$ cat src/rtl/rdf_pkg.sv
// Shared constants and control types for the radix digit formatter.
`timescale 1ns / 1ps

package rdf_pkg;

  localparam int VALUE_BITS_DEF = 32;
  localparam int MAX_RADIX_DEF  = 36;

  localparam int RADIX_W = 6;
  localparam int CHAR_W  = 7;

  localparam logic [CHAR_W-1:0] CHAR_ZERO  = 7'h30;
  localparam logic [CHAR_W-1:0] CHAR_UPPER = 7'h41;
  localparam logic [CHAR_W-1:0] CHAR_LOWER = 7'h61;
  localparam logic [CHAR_W-1:0] CHAR_MINUS = 7'h2D;
  localparam logic [CHAR_W-1:0] CHAR_NONE  = 7'h00;
  localparam logic [RADIX_W-1:0] DEC_BASE  = 6'd10;
  localparam logic [RADIX_W-1:0] MIN_RADIX = 6'd2;

  typedef struct packed {
    logic load;
    logic div_step;
    logic store_digit;
    logic emit_err;
    logic emit_sign;
    logic rd_issue;
    logic emit_digit;
  } rdf_cmd_t;

  typedef struct packed {
    logic bad_radix;
    logic negative;
    logic div_last;
    logic quot_zero;
    logic count_zero;
    logic out_taken;
  } rdf_sts_t;

endpackage

$ cat src/rtl/rdf_ram.sv
// Generic single-write, single-read RAM with registered read data.
`timescale 1ns / 1ps

module rdf_ram #(
  parameter int WIDTH = 6,
  parameter int DEPTH = 32
) (
  input  logic                     clk_i,
  input  logic                     we_i,
  input  logic [$clog2(DEPTH)-1:0] waddr_i,
  input  logic [WIDTH-1:0]         wdata_i,
  input  logic                     re_i,
  input  logic [$clog2(DEPTH)-1:0] raddr_i,
  output logic [WIDTH-1:0]         rdata_o
);

  logic [WIDTH-1:0] mem_q [DEPTH];
  logic [WIDTH-1:0] rdata_q;

  always_ff @(posedge clk_i) begin
    if (we_i) begin
      mem_q[waddr_i] <= wdata_i;
    end
    if (re_i) begin
      rdata_q <= mem_q[raddr_i];
    end
  end

  assign rdata_o = rdata_q;

endmodule

$ cat src/rtl/rdf_datapath.sv
// Datapath: operand registers, bit-serial divider, digit stack and output register.
`timescale 1ns / 1ps

module rdf_datapath #(
  parameter int VALUE_BITS = rdf_pkg::VALUE_BITS_DEF,
  parameter int MAX_RADIX  = rdf_pkg::MAX_RADIX_DEF
) (
  input  logic                             clk_i,
  input  logic                             rst_ni,
  input  rdf_pkg::rdf_cmd_t                cmd_i,
  output rdf_pkg::rdf_sts_t                sts_o,
  input  logic signed [VALUE_BITS-1:0]     value_i,
  input  logic [rdf_pkg::RADIX_W-1:0]      radix_i,
  input  logic                             upper_case_i,
  output logic                             out_valid_o,
  input  logic                             out_stall_i,
  output logic [rdf_pkg::CHAR_W-1:0]       out_char_o,
  output logic                             last_char_o,
  output logic                             bad_radix_o
);

  localparam int BCW = $clog2(VALUE_BITS);
  localparam int AW  = $clog2(VALUE_BITS);
  localparam int CW  = $clog2(VALUE_BITS + 1);
  localparam int RW  = rdf_pkg::RADIX_W;
  localparam int CHW = rdf_pkg::CHAR_W;

  logic [VALUE_BITS-1:0] mag_q, mag_d;
  logic [RW-1:0]         rem_q, rem_d;
  logic [RW-1:0]         radix_q;
  logic                  upper_q;
  logic                  neg_q;
  logic                  bad_q;
  logic [BCW-1:0]        bit_cnt_q, bit_cnt_d;
  logic [CW-1:0]         dig_cnt_q, dig_cnt_d;
  logic                  out_valid_q, out_valid_d;
  logic [CHW-1:0]        out_char_q;
  logic                  last_q;
  logic                  bad_out_q;

  logic [RW:0]           trial;
  logic                  ge;
  logic [RW:0]           diff;
  logic [RW-1:0]         rd_digit;
  logic [CHW-1:0]        digit_char;
  logic [VALUE_BITS-1:0] value_u;

  assign value_u = value_i;
  assign trial   = {rem_q, mag_q[VALUE_BITS-1]};
  assign ge      = trial >= {1'b0, radix_q};
  assign diff    = trial - {1'b0, radix_q};

  always_comb begin
    mag_d     = mag_q;
    rem_d     = rem_q;
    bit_cnt_d = bit_cnt_q;
    dig_cnt_d = dig_cnt_q;
    if (cmd_i.load) begin
      mag_d     = value_u[VALUE_BITS-1] ? (~value_u + 1'b1) : value_u;
      rem_d     = '0;
      bit_cnt_d = '0;
      dig_cnt_d = '0;
    end else if (cmd_i.div_step) begin
      mag_d     = {mag_q[VALUE_BITS-2:0], ge};
      rem_d     = ge ? diff[RW-1:0] : trial[RW-1:0];
      bit_cnt_d = bit_cnt_q + 1'b1;
    end else if (cmd_i.store_digit) begin
      rem_d     = '0;
      bit_cnt_d = '0;
      dig_cnt_d = dig_cnt_q + 1'b1;
    end else if (cmd_i.rd_issue) begin
      dig_cnt_d = dig_cnt_q - 1'b1;
    end
  end

  always_comb begin
    if (rd_digit < rdf_pkg::DEC_BASE) begin
      digit_char = rdf_pkg::CHAR_ZERO + {1'b0, rd_digit};
    end else begin
      digit_char = (upper_q ? rdf_pkg::CHAR_UPPER : rdf_pkg::CHAR_LOWER)
                   + {1'b0, rd_digit - rdf_pkg::DEC_BASE};
    end
  end

  always_comb begin
    out_valid_d = out_valid_q;
    if (out_valid_q && !out_stall_i) begin
      out_valid_d = 1'b0;
    end
    if (cmd_i.emit_err || cmd_i.emit_sign || cmd_i.emit_digit) begin
      out_valid_d = 1'b1;
    end
  end

  always_ff @(posedge clk_i or negedge rst_ni) begin
    if (!rst_ni) begin
      out_valid_q <= 1'b0;
      bit_cnt_q   <= '0;
      dig_cnt_q   <= '0;
    end else begin
      out_valid_q <= out_valid_d;
      bit_cnt_q   <= bit_cnt_d;
      dig_cnt_q   <= dig_cnt_d;
    end
  end

  always_ff @(posedge clk_i) begin
    mag_q <= mag_d;
    rem_q <= rem_d;
    if (cmd_i.load) begin
      radix_q <= radix_i;
      upper_q <= upper_case_i;
      neg_q   <= value_u[VALUE_BITS-1];
      bad_q   <= (radix_i < rdf_pkg::MIN_RADIX) || (radix_i > RW'(MAX_RADIX));
    end
    if (cmd_i.emit_err) begin
      out_char_q <= rdf_pkg::CHAR_NONE;
      last_q     <= 1'b1;
      bad_out_q  <= 1'b1;
    end else if (cmd_i.emit_sign) begin
      out_char_q <= rdf_pkg::CHAR_MINUS;
      last_q     <= 1'b0;
      bad_out_q  <= 1'b0;
    end else if (cmd_i.emit_digit) begin
      out_char_q <= digit_char;
      last_q     <= (dig_cnt_q == '0);
      bad_out_q  <= 1'b0;
    end
  end

  rdf_ram #(
    .WIDTH (RW),
    .DEPTH (VALUE_BITS)
  ) u_digits (
    .clk_i   (clk_i),
    .we_i    (cmd_i.store_digit),
    .waddr_i (dig_cnt_q[AW-1:0]),
    .wdata_i (rem_q),
    .re_i    (cmd_i.rd_issue),
    .raddr_i (dig_cnt_d[AW-1:0]),
    .rdata_o (rd_digit)
  );

  assign sts_o.bad_radix  = bad_q;
  assign sts_o.negative   = neg_q;
  assign sts_o.div_last   = (bit_cnt_q == BCW'(VALUE_BITS - 1));
  assign sts_o.quot_zero  = (mag_q == '0);
  assign sts_o.count_zero = (dig_cnt_q == '0);
  assign sts_o.out_taken  = out_valid_q && !out_stall_i;

  assign out_valid_o = out_valid_q;
  assign out_char_o  = out_char_q;
  assign last_char_o = last_q;
  assign bad_radix_o = bad_out_q;

endmodule

$ cat src/rtl/rdf_ctrl.sv
// Controller: sequences load, division, digit stacking and character output.
`timescale 1ns / 1ps

module rdf_ctrl (
  input  logic              clk_i,
  input  logic              rst_ni,
  input  logic              in_valid_i,
  output logic              in_stall_o,
  input  rdf_pkg::rdf_sts_t sts_i,
  output rdf_pkg::rdf_cmd_t cmd_o
);

  typedef enum logic [3:0] {
    IDLE,
    CHECK,
    DIV,
    STORE,
    SIGN,
    SIGN_WAIT,
    READ,
    LOAD,
    DIG_WAIT,
    ERR_WAIT
  } state_e;

  state_e state_q, state_d;

  always_comb begin
    state_d = state_q;
    cmd_o   = '0;
    case (state_q)
      IDLE: begin
        if (in_valid_i) begin
          cmd_o.load = 1'b1;
          state_d    = CHECK;
        end
      end
      CHECK: begin
        if (sts_i.bad_radix) begin
          cmd_o.emit_err = 1'b1;
          state_d        = ERR_WAIT;
        end else begin
          state_d = DIV;
        end
      end
      DIV: begin
        cmd_o.div_step = 1'b1;
        if (sts_i.div_last) begin
          state_d = STORE;
        end
      end
      STORE: begin
        cmd_o.store_digit = 1'b1;
        if (!sts_i.quot_zero) begin
          state_d = DIV;
        end else if (sts_i.negative) begin
          state_d = SIGN;
        end else begin
          state_d = READ;
        end
      end
      SIGN: begin
        cmd_o.emit_sign = 1'b1;
        state_d         = SIGN_WAIT;
      end
      SIGN_WAIT: begin
        if (sts_i.out_taken) begin
          state_d = READ;
        end
      end
      READ: begin
        cmd_o.rd_issue = 1'b1;
        state_d        = LOAD;
      end
      LOAD: begin
        cmd_o.emit_digit = 1'b1;
        state_d          = DIG_WAIT;
      end
      DIG_WAIT: begin
        if (sts_i.out_taken) begin
          state_d = sts_i.count_zero ? IDLE : READ;
        end
      end
      ERR_WAIT: begin
        if (sts_i.out_taken) begin
          state_d = IDLE;
        end
      end
      default: begin
        state_d = IDLE;
      end
    endcase
  end

  always_ff @(posedge clk_i or negedge rst_ni) begin
    if (!rst_ni) begin
      state_q <= IDLE;
    end else begin
      state_q <= state_d;
    end
  end

  assign in_stall_o = (state_q != IDLE);

endmodule

$ cat src/rtl/radix_digit_formatter.sv
// Top level of the radix digit formatter: controller plus datapath.
// Steps: an accepted input is loaded (IDLE) and its radix checked (CHECK); each digit is then
// found by bit-serial division steps (DIV) and pushed on the digit stack (STORE). Output runs
// SIGN, SIGN_WAIT for a minus sign, then READ, LOAD, DIG_WAIT for each digit; a bad radix gives
// one error character (ERR_WAIT). One item at a time: in_stall_o stays high until the item's last
// character is taken; reset (rst_ni low, asynchronous) idles the controller, drops output.
`timescale 1ns / 1ps

module radix_digit_formatter #(
  parameter int VALUE_BITS = rdf_pkg::VALUE_BITS_DEF,
  parameter int MAX_RADIX  = rdf_pkg::MAX_RADIX_DEF
) (
  input  logic                         clk_i,
  input  logic                         rst_ni,
  input  logic                         in_valid_i,
  output logic                         in_stall_o,
  input  logic signed [VALUE_BITS-1:0] value_i,
  input  logic [rdf_pkg::RADIX_W-1:0]  radix_i,
  input  logic                         upper_case_i,
  output logic                         out_valid_o,
  input  logic                         out_stall_i,
  output logic [rdf_pkg::CHAR_W-1:0]   out_char_o,
  output logic                         last_char_o,
  output logic                         bad_radix_o
);

  rdf_pkg::rdf_cmd_t cmd;
  rdf_pkg::rdf_sts_t sts;

  rdf_ctrl u_ctrl (
    .clk_i      (clk_i),
    .rst_ni     (rst_ni),
    .in_valid_i (in_valid_i),
    .in_stall_o (in_stall_o),
    .sts_i      (sts),
    .cmd_o      (cmd)
  );

  rdf_datapath #(
    .VALUE_BITS (VALUE_BITS),
    .MAX_RADIX  (MAX_RADIX)
  ) u_datapath (
    .clk_i        (clk_i),
    .rst_ni       (rst_ni),
    .cmd_i        (cmd),
    .sts_o        (sts),
    .value_i      (value_i),
    .radix_i      (radix_i),
    .upper_case_i (upper_case_i),
    .out_valid_o  (out_valid_o),
    .out_stall_i  (out_stall_i),
    .out_char_o   (out_char_o),
    .last_char_o  (last_char_o),
    .bad_radix_o  (bad_radix_o)
  );

endmodule

$ cat config.mk
export PLATFORM = sky130hd
export DESIGN_NAME = radix_digit_formatter
export DESIGN_NICKNAME = d
export VERILOG_FILES = /design/src/rtl/rdf_pkg.sv /design/src/rtl/rdf_ram.sv /design/src/rtl/rdf_datapath.sv /design/src/rtl/rdf_ctrl.sv /design/src/rtl/radix_digit_formatter.sv
export SDC_FILE = /design/constraint.sdc
export NUM_CORES = 1
export LEC_CHECK = 0
export ABC_AREA = 1
export BUFFER_PORTS_ARGS = -buffer_cell sky130_fd_sc_hd__clkbuf_2
export CAP_MARGIN = 10
export CELL_PAD_IN_SITES_DETAIL_PLACEMENT = 1
export CELL_PAD_IN_SITES_GLOBAL_PLACEMENT = 2
export CORE_MARGIN = 4
export CORE_UTILIZATION = 40
export CTS_CLUSTER_DIAMETER = 30
export CTS_CLUSTER_SIZE = 14
export DETAILED_ROUTE_END_ITERATION = 8
export PLACE_DENSITY_LB_ADDON = 0.1
export SYNTH_ARGS = -nofsm -noshare
export SYNTH_HDL_FRONTEND = slang
export SYNTH_SLANG_ARGS = --single-unit
$ cat constraint.sdc
create_clock -name clk_i -period 2.9 [get_ports clk_i]
set_input_delay 0.435 -clock clk_i [delete_from_list [all_inputs] [get_ports clk_i]]
set_output_delay 0.435 -clock clk_i [all_outputs]
set_load 0.1 [all_outputs]
# == Yosys cells after proc, flatten, opt, wreduce, memory -nomap -nowiden ==
# Memory sizes are Yosys's and may differ from the RTL's. A register that Yosys moved wholly into a read port is not among the register bits.
# Index checks and enable logic that the tools add are counted.
# word_totals
ff_bits,72
wordCells,107
ramBits,192
mem_count,1
# classes
eq_ne,16
add_sub_neg,8
bitwise_logic,1
n_reduce_logical,18
magnitude_cmp,4
n_mux,44
# mem_list
name,depth,word_bits,read_ports,rd_ports_with_merged_regs,write_ports,line,text
u_datapath.u_digits.mem_q,32,6,1,1,1,rdf_ram.sv:17,logic [WIDTH-1:0] mem_q [DEPTH];
# ops
operator,n
2-to-1 mux 32 bit,3
2-to-1 mux 6 bit,10
one-hot mux 4 bit (10 select lines),1
adder 32 x 1 -> 32 bit (second input constant),1
logical NOT 32 bit,1
inverter 32 bit,1
2-to-1 mux 4 bit,6
2-to-1 mux 1 bit,17
equality test 4 x 3 -> 1 bit (second input constant),4
2-to-1 mux 5 bit,3
inequality test 2 bit (second input constant),5
equality test 4 x 2 -> 1 bit (second input constant),2
equality test 4 bit (second input constant),2
nonzero test 2 bit,4
adder 6 x 6 -> 7 bit (first input constant),1
adder 7 x 6 -> 7 bit,1
greater-or-equal comparator 7 x 6 -> 1 bit,1
2-to-1 mux 7 bit,1
adder 6 x 1 -> 6 bit (second input constant),1
> comparator 6 bit (second input constant),1
logical NOT 6 bit,1
< comparator 6 x 2 -> 1 bit (second input constant),1
< comparator 6 x 4 -> 1 bit (second input constant),1
2-to-1 mux 3 bit,2
other kinds (17),20

# == Logic depth before layout (Yosys ltp) ==
# Gate-level depths: netlist of the first run.
# depth
ltp_word,6
mapped_depth,16
mapped_depth_nobuf,14

# == By module ==
# A second synthesis of the first run with hierarchy kept.
# unflattened
hier_cells,1354
area_unflattened_um2,12929.9
# by_module_without_submodules
module,cells_per_inst,n_inst,seq_area_each_um2,area_each_um2
rdf_ram,704,1,5945.7,8137.8
rdf_datapath,579,1,1831.8,4415.5
rdf_ctrl,71,1,100.1,376.6

# == Worst setup path before layout of the first run ==
# OpenSTA, ideal clock, no wires.
# synth_timing
path_type,register -> register
start,reg u_ctrl.state_q[2]
end,"reg u_datapath.mag_q[0], enable pin"
arrival_ns,2.066
setup_slack_ns,0.445
t_required_ns,2.511
period_less_slack_ns,2.455
stages_incl_launch_ff,7
n_path_buf,3
setup_time_ns,0.389
cell_sequence,dfrtp_1 nor2_4 nand3_4 buf_2 buf_2 buf_1 nand2_1
# synth_between
elab_chain_cells,3
word_cells_on_any_way,5
classes_between,1 x eq/ne; 2 x mux; 2 x reduce/logical
# synth_lines
item,line,text
from (decl),rdf_ctrl.sv:26,"state_e state_q, state_d;"
from (signal assigned),rdf_ctrl.sv:99,state_q <= state_d;
equality test 4 x 2 -> 1 bit / logical NOT 4 bit (equally long branches),rdf_ctrl.sv:31,case (state_q)
2-to-1 mux 1 bit,rdf_ctrl.sv:31,
nonzero test 2 bit (no source line) (*),-,
to (signal assigned),rdf_datapath.sv:108,mag_q <= mag_d;
to (decl),rdf_datapath.sv:28,"logic [VALUE_BITS-1:0] mag_q, mag_d;"
# Mark *: on every way between the ends. The rest lies on a longest branch, timed or not.
# A chain may end at the register's enable or synchronous reset.

# == Final worst setup path of the first run ==
# layout_timing
start,reg u_ctrl.state_q[2]
end,"reg u_datapath.u_digits.rdata_q[2], in the netlist u_datapath.u_digits.rdata_o[2], read port of u_datapath.u_digits.mem_q (data pin)"
# layout_between
elab_chain_cells,6
word_cells_on_any_way,12
classes_between,3 x eq/ne; 8 x mux; 1 x reduce/logical
# layout_lines
item,line,text
equality test 4 x 3 -> 1 bit,rdf_ctrl.sv:31,
2-to-1 mux 1 bit,rdf_ctrl.sv:31,
2-to-1 mux 6 bit,rdf_datapath.sv:71,end else if (cmd_i.rd_issue) begin
2-to-1 mux 6 bit,rdf_datapath.sv:67,end else if (cmd_i.store_digit) begin
2-to-1 mux 6 bit,rdf_datapath.sv:63,end else if (cmd_i.div_step) begin
2-to-1 mux 6 bit,rdf_datapath.sv:58,if (cmd_i.load) begin
to (decl),rdf_ram.sv:18,logic [WIDTH-1:0] rdata_q;
# Parallel ways exist; a longest one is shown, timed or not. The select of a mux whose other input is x is not followed.

==> results.sh, run 1 <==
export IMPL_outcome="finished, final reports clean"
export IMPL_cp_end_kind="flip-flop"
export IMPL_ys_async_sr_fraction=0.0593
export IMPL_ant_nets=0
export IMPL_synth_area_leaders="edfxtp_1, nand2_1, nand3_1"
export IMPL_crit_type="flip-flop to flip-flop"
export IMPL_worstPathBufferInverterCount=2
export IMPL_finalNonFillerCells=2079
export IMPL_fin_worst_skew_ns=0.0295
export IMPL_crit_chain="nor2_4, nand2_4, inv_2, nand2_2, nand3_2, nand3_4, inv_2, nand3_1, nand2_1, nand2_1, nand3_1, nand2_1"
export IMPL_drt_iter0_markers=657
export IMPL_synth_area_um2=13700
export IMPL_fmax_mhz=388
export IMPL_finalWirelength_mm=40.8
export IMPL_die_x_um=193
export IMPL_critPathRequiredTime_ns=3.20
export IMPL_synth_edf_count=239
export IMPL_cts_buffers=73
export IMPL_finalSetupViolCount=0
export IMPL_start_kind="flip-flop"
export IMPL_overflow=0
export IMPL_num_io_pins=54
export IMPL_grt_pass1_vias=11589
export IMPL_p_per_area_nw_per_um2=1200
export IMPL_seq_area_frac_synth=0.574
export IMPL_final_hold_viol_count=0
export IMPL_core_um2=33700
export IMPL_cts_resized=0
export IMPL_syn_nets=1548
export IMPL_finalMaxSlewViolations=0
export IMPL_grt_pass1_wl_mm=65.0
export IMPL_hold_start="upper_case_i"
export IMPL_route_detailed_drc=0
export IMPL_vias=10780
export IMPL_worstMarginPinSlew_ns=0.811
export IMPL_die_h_um=193
export IMPL_synth_top_area_share=0.523
export IMPL_avgRoutedWirePerCell_um=19.6
export IMPL_r2r_start="u_ctrl.state_q[2]"
export IMPL_avgSynthCellArea_um2=9.23
export IMPL_clk_latency_ns=0.56
export IMPL_period_minus_slack_ns=2.58
export IMPL_yosys_cell_count_top_type="nand2_1"
export IMPL_gp_congestion=0.795
export IMPL_antenna_found_initial=0
export IMPL_cts_tree="yes"
export IMPL_drive_gt1_frac=0.138
export IMPL_synthTopCellsByCount="nand2_1, inv_1, edfxtp_1"
export IMPL_dp_cells=1948
export IMPL_netlist_instances=1485
export IMPL_yosysWarnings=0
export IMPL_maxCapViolations=0
export IMPL_rsz0062_at_grt="false"
export IMPL_slowest_delay_ns=0.42
export IMPL_synth_cell_types=44
export IMPL_cp_max_fo=25
export IMPL_min_period_over_period=0.889
export IMPL_diodes=0
export IMPL_cp_top_family="simple AND/OR/NAND/NOR gates"
export IMPL_slew_headroom=0.451
export IMPL_grt_start_max_net_pins=118
export IMPL_hold_class="primary input to flip-flop"
export IMPL_htree_levels=3
export IMPL_cpMostUsedCell="nand2_1"
export IMPL_portBuffers=53
export IMPL_area_growth_syn_to_layout_pct=23.1
export IMPL_vdd_drop_max_mv=0.506
export IMPL_start_util=0.407
export IMPL_cts_hold_buf=1
export IMPL_fin_tns_setup_ns=0
export IMPL_dp_final_hpwl_mm=26.4
export IMPL_cts_root_buffer="clkbuf_16"
export IMPL_arrival_ns=2.88
export IMPL_clk_pin_slew_ns=0.04
export IMPL_fp_row_count=67
export IMPL_ys_ff_latch=270
export IMPL_post_cts_buffers=0
export IMPL_cp_slowest_cell="dfrtp_1"
export IMPL_synth_area_leader_cell="edfxtp_1"
export IMPL_power_leakage_nw=7.44
export IMPL_grt_usage=0.225
export IMPL_startpoint="u_ctrl.state_q[2]"
export IMPL_dieArea_um2=37300
export IMPL_viasPerCell=5.19
export IMPL_synthFlopType="edfxtp_1"
export IMPL_cts_sinks=270
export IMPL_dr_pass1_iters=5
export IMPL_fin_nets=1639
export IMPL_clk_path_buf_depth=3
[area by class of cell]
class,count,area [um^2]
clock buffers,92,1950
flip-flops and latches,270,7880
inverters,258,968
fillers,3844,16800
well taps,448,561
clock inverters,38,442
multi-input cells,884,4490
repair buffers,89,588
[cells by family after synthesis]
logic type,share of synthesized area
AND/OR/NAND/NOR,0.251
flip-flops,0.574
XOR/XNOR,0.0147
AO/OA/AOI/OAI,0.0417
adder cells (fa/ha/maj),0.0188
buffers and inverters,0.0989
[per-stage QoR]
step	hold WS [ns]	setup slack [ns]	power (mW)	cell area, um^2	utilization
3_5_place_dp	0.403	0.314	12.5	14500	0.430
4_1_cts	0.0631	0.313	20.4	16900	0.501
5_1_grt	0.0668	0.0618	21.4	16900	0.501
6_report	0.0867	0.322	20.2	16900	0.501
3_3_place_gp	0.403	0.377	12.5	14500	0.430
2_1_floorplan	0.139	0.445	10.2	13700	-
[final timing paths]
| path | cells past startpoint | slack (ns) | end |
|---|---|---|---|
| setup / recovery | 12 | 0.32 | u_datapath.u_digits.rdata_o[2] |
| hold / removal | 1 | 0.09 | u_datapath.upper_q |
| setup reg to reg | 12 | 0.32 | u_datapath.u_digits.rdata_o[2] |
| hold reg to reg | 2 | 0.45 | u_datapath.bad_radix_o |
| max in group asynchronous | 2 | 2.22 | u_datapath.bit_cnt_q[1] |
| min in group asynchronous | 2 | 0.36 | u_datapath.dig_cnt_q[4] |
[per-layer routing]
layer / vias up / track usage / wire length [um]
met4: 0 / 0.0760 / 1030
met3: 64 / 0.0441 / 1770
met2: 211 / 0.369 / 19400
met1: 5269 / 0.301 / 18600
met5: - / 0 / 0
li1: 5236 / - / -
[sequential cells by signal, indices dropped and copies added (netlist names), 4 cells and up]
name,count
u_datapath.rem_q,6
u_datapath.dig_cnt_q,6
u_datapath.out_char_o,7
u_datapath.u_digits.rdata_o,6
u_datapath.radix_q,6
u_ctrl.state_q,4
u_datapath.mag_q,32
u_datapath.bit_cnt_q,5
u_datapath.u_digits.mem_q,192
[layout by cell type, fill, tap and decap left out, types with 2 or more instances in the layout]
cell type,n
a211oi_1,2
a21boi_0,2
a21oi_1,24
a22o_1,2
a31oi_1,3
buf_12,4
buf_4,31
bufinv_16,9
clkbuf_1,16
clkbuf_16,75
clkbuf_2,53
clkinv_1,4
clkinv_2,15
clkinv_4,2
clkinvlp_4,5
dfrtp_1,16
dfxtp_1,15
edfxtp_1,239
ha_1,19
inv_1,249
inv_2,9
inv_6,3
nand2_1,299
nand2_2,2
nand2_4,3
nand3_1,204
nand3_2,3
nand3_4,4
nand3b_1,2
nand4_1,105
nor2_1,90
nor2_2,2
nor3_1,8
nor4_1,12
o211ai_1,6
o21ai_0,54
o31ai_1,2
or2_2,3
xnor2_1,10
xor2_1,13
[power by group]
part	switching [mW]	internal, mW
logic	5.13	1.89
clock network	2.29	5.50
registers	0.320	5.09
total	7.75	12.5
Note: power is estimated with default switching activity, not from simulation.
==> run 2: changes to the inputs <==
SYNTH_HIERARCHICAL = 1   (was default)
==> results.sh, run 2 <==
export IMPL_viasPerCell=5.21
export IMPL_min_period_over_period=0.936
export IMPL_power_leakage_nw=6.84
export IMPL_yosysWarnings=6
export IMPL_grt_pass1_wl_mm=60.0
export IMPL_fp_row_count=65
export IMPL_die_h_um=188
export IMPL_finalNonFillerCells=1938
export IMPL_outcome="finished, final reports clean"
export IMPL_mostFrequentLayoutCell="nand2_1"
export IMPL_postLayoutCoreUtil=0.520
export IMPL_dpl_cell_area_um2=13900
export IMPL_syn_nets=1416
export IMPL_vdd_drop_max_mv=0.684
export IMPL_dr_pass1_iters=5
export IMPL_die_x_um=188
export IMPL_synth_mux_area_fraction=0
export IMPL_synthFlopType="edfxtp_1"
export IMPL_synth_edf_count=239
export IMPL_yosys_cell_count_top_type="nand2_1"
export IMPL_synth_compound_area_share=0.0390
export IMPL_synth_area_um2=12900
export IMPL_grt_pass1_vias=10694
export IMPL_cts_buffers=69
export IMPL_dp_cells=1805
export IMPL_rsz0062_at_grt="true"
export IMPL_ys_ff_latch=270
export IMPL_gp_congestion=0.792
export IMPL_drt_iter0_markers=578
export IMPL_synth_xor_area_frac=0.0129
export IMPL_final_hold_viol_count=0
export IMPL_mostFrequentLayoutCells="nand2_1, edfxtp_1, nand3_1"
export IMPL_fin_worst_skew_ns=0.0176
export IMPL_antenna_found_initial=0
export IMPL_core_um2=31700
export IMPL_final_cell_area_um2=16500
export IMPL_seq_area_frac_synth=0.609
export IMPL_avgSynthCellArea_um2=9.55
export IMPL_finalWirelength_mm=37.6
export IMPL_grt_usage=0.214
export IMPL_synth_top_area_share=0.555
export IMPL_fmax_mhz=368
export IMPL_finalSetupViolCount=0
export IMPL_maxCapViolations=0
export IMPL_route_detailed_drc=0
export IMPL_netlist_instances=1354
export IMPL_synth_area_leaders="edfxtp_1, nand2_1, nand3_1"
export IMPL_fin_nets=1542
export IMPL_cts_root_buffer="clkbuf_16"
export IMPL_synth_area_leader_cell="edfxtp_1"
export IMPL_synthTopCellsByCount="nand2_1, edfxtp_1, nand3_1"
export IMPL_largest_reg_flops=192
export IMPL_period_minus_slack_ns=2.71
export IMPL_slew_headroom=0.480
export IMPL_clk_path_buf_depth=3
export IMPL_cts_tree="yes"
export IMPL_synth_fa_ha_area_frac=0.0190
export IMPL_p_per_area_nw_per_um2=1310
export IMPL_num_io_pins=54
export IMPL_ant_nets=0
export IMPL_nFillCells=3501
export IMPL_ys_async_sr_fraction=0.0593
export IMPL_vias=10101
export IMPL_htree_levels=3
export IMPL_dieArea_um2=35300
export IMPL_regMostFlops="u_datapath/u_digits/mem_q"
export IMPL_finalMaxSlewViolations=0
export IMPL_overflow=0
export IMPL_cp_end_kind="flip-flop"
export IMPL_synthSimpleGateAreaFrac=0.268
export IMPL_drive_gt1_frac=0.160
export IMPL_setup_slack_ns=0.185
export IMPL_power_total_mw=21.5
export IMPL_clk_latency_ns=0.56
export IMPL_cp_max_fo=21
export IMPL_critPathRequiredTime_ns=3.20
export IMPL_synth_top_family_by_area="simple AND/OR/NAND/NOR gates"
export IMPL_avgRoutedWirePerCell_um=19.4
export IMPL_start_kind="flip-flop"
export IMPL_area_growth_syn_to_layout_pct=27.5
export IMPL_portBuffers=53
export IMPL_cts_sinks=270
export IMPL_start_util=0.408
export IMPL_synth_cell_types=48
export IMPL_crit_type="flip-flop to flip-flop"
export IMPL_dp_final_hpwl_mm=24.6
export IMPL_arrival_ns=3.02
export IMPL_grt_start_max_net_pins=62
export IMPL_clk_pin_slew_ns=0.05
export IMPL_pre_cts_slack_ns=0.0694
export IMPL_worstMarginPinSlew_ns=0.778
export IMPL_hold_class="primary input to flip-flop"
[run 2: cell count changes after synthesis, sizes merged, moves of 4 or more]
cell and change:
inv -167, nand2 +153, nand4 -95, nor2 +13, buf -10, clkbuf -10, a21oi -5, xnor2 -5
nand3 +4, nor4 -4
[run 2: through the flow]
step | hold WS (ns) | TNS (ns)
5_1_grt | 0.0738 | -0.0207
3_3_place_gp | 0.427 | 0
4_1_cts | 0.0688 | 0
3_5_place_dp | 0.420 | 0
2_1_floorplan | 0.139 | 0
6_report | 0.0936 | 0
[run 2: critical path: stages (launching register included)]
cell and delay (ns):
dfrtp_1 0.44, nor3_2 0.29, buf_4 0.20, inv_1 0.06
buf_4 0.14, o211ai_1 0.26, o21ai_4 0.15, inv_4 0.11
buf_12 0.17, nand3_1 0.11, nand3_1 0.12, nand2_1 0.11
nand2_1 0.10, nand2_1 0.07, nand2_1 0.07, nand2_1 0.06
[run 2: cells by family after synthesis]
group	after synthesis
fa+ha+maj	19
simple gates	812
flops	270
xor+xnor	19
compound gates	89
buf+inv	145
[run 2: per-layer routing]
layer | global-route usage | routed length (um) | vias to the layer above
li1 | - | - | 4886
met1 | 0.310 | 18600 | 4948
met4 | 0.0655 | 722 | 0
met5 | 0 | 0 | -
met3 | 0.0382 | 1370 | 64
met2 | 0.330 | 16900 | 203
[run 2: final cells by class]
| cell class | count | area, um^2 | share of cell area |
|---|---|---|---|
| well taps | 402 | 503 | 0.0305 |
| inverters | 92 | 350 | 0.0213 |
| diodes | 1 | 2.50 | 0.000152 |
| clock buffers | 79 | 1830 | 0.111 |
| clock inverters | 47 | 648 | 0.0393 |
| multi-input cells | 939 | 4440 | 0.269 |
| repair buffers | 108 | 835 | 0.0506 |
| flip-flops and latches | 270 | 7880 | 0.478 |
[run 2: report_power, final]
part	internal (mW)	total, mW	switching [mW]	leakage, nW
clock network	5.82	8.16	2.33	1.20
registers	5.25	5.58	0.325	2.54
logic	2.38	7.81	5.43	3.11
total	13.5	21.5	8.09	6.84
[run 2: worst paths after layout]
kind	startpoint	end	slack (ns)	depth (start not counted)
max in group asynchronous	rst_ni	u_ctrl/state_q[2]	2.18	2
worst min-delay path	radix_i[3]	u_datapath/radix_q[3]	0.09	1
min in group asynchronous	rst_ni	u_datapath/out_valid_o	0.37	2
worst min register to register	u_datapath/bad_radix_o	u_datapath/bad_radix_o	0.45	2
worst max-delay path	u_ctrl/state_q[3]	u_datapath/u_digits/rdata_o[4]	0.19	15
worst max register to register	u_ctrl/state_q[3]	u_datapath/u_digits/rdata_o[4]	0.19	15
[run 2: repair_timing]
action	4_1_cts	5_1_grt
setup buffers	0	4
hold buffers	1	0
gates resized for setup	0	10
hold endpoints to repair	16	0
endpoints found under the setup margin	0	6
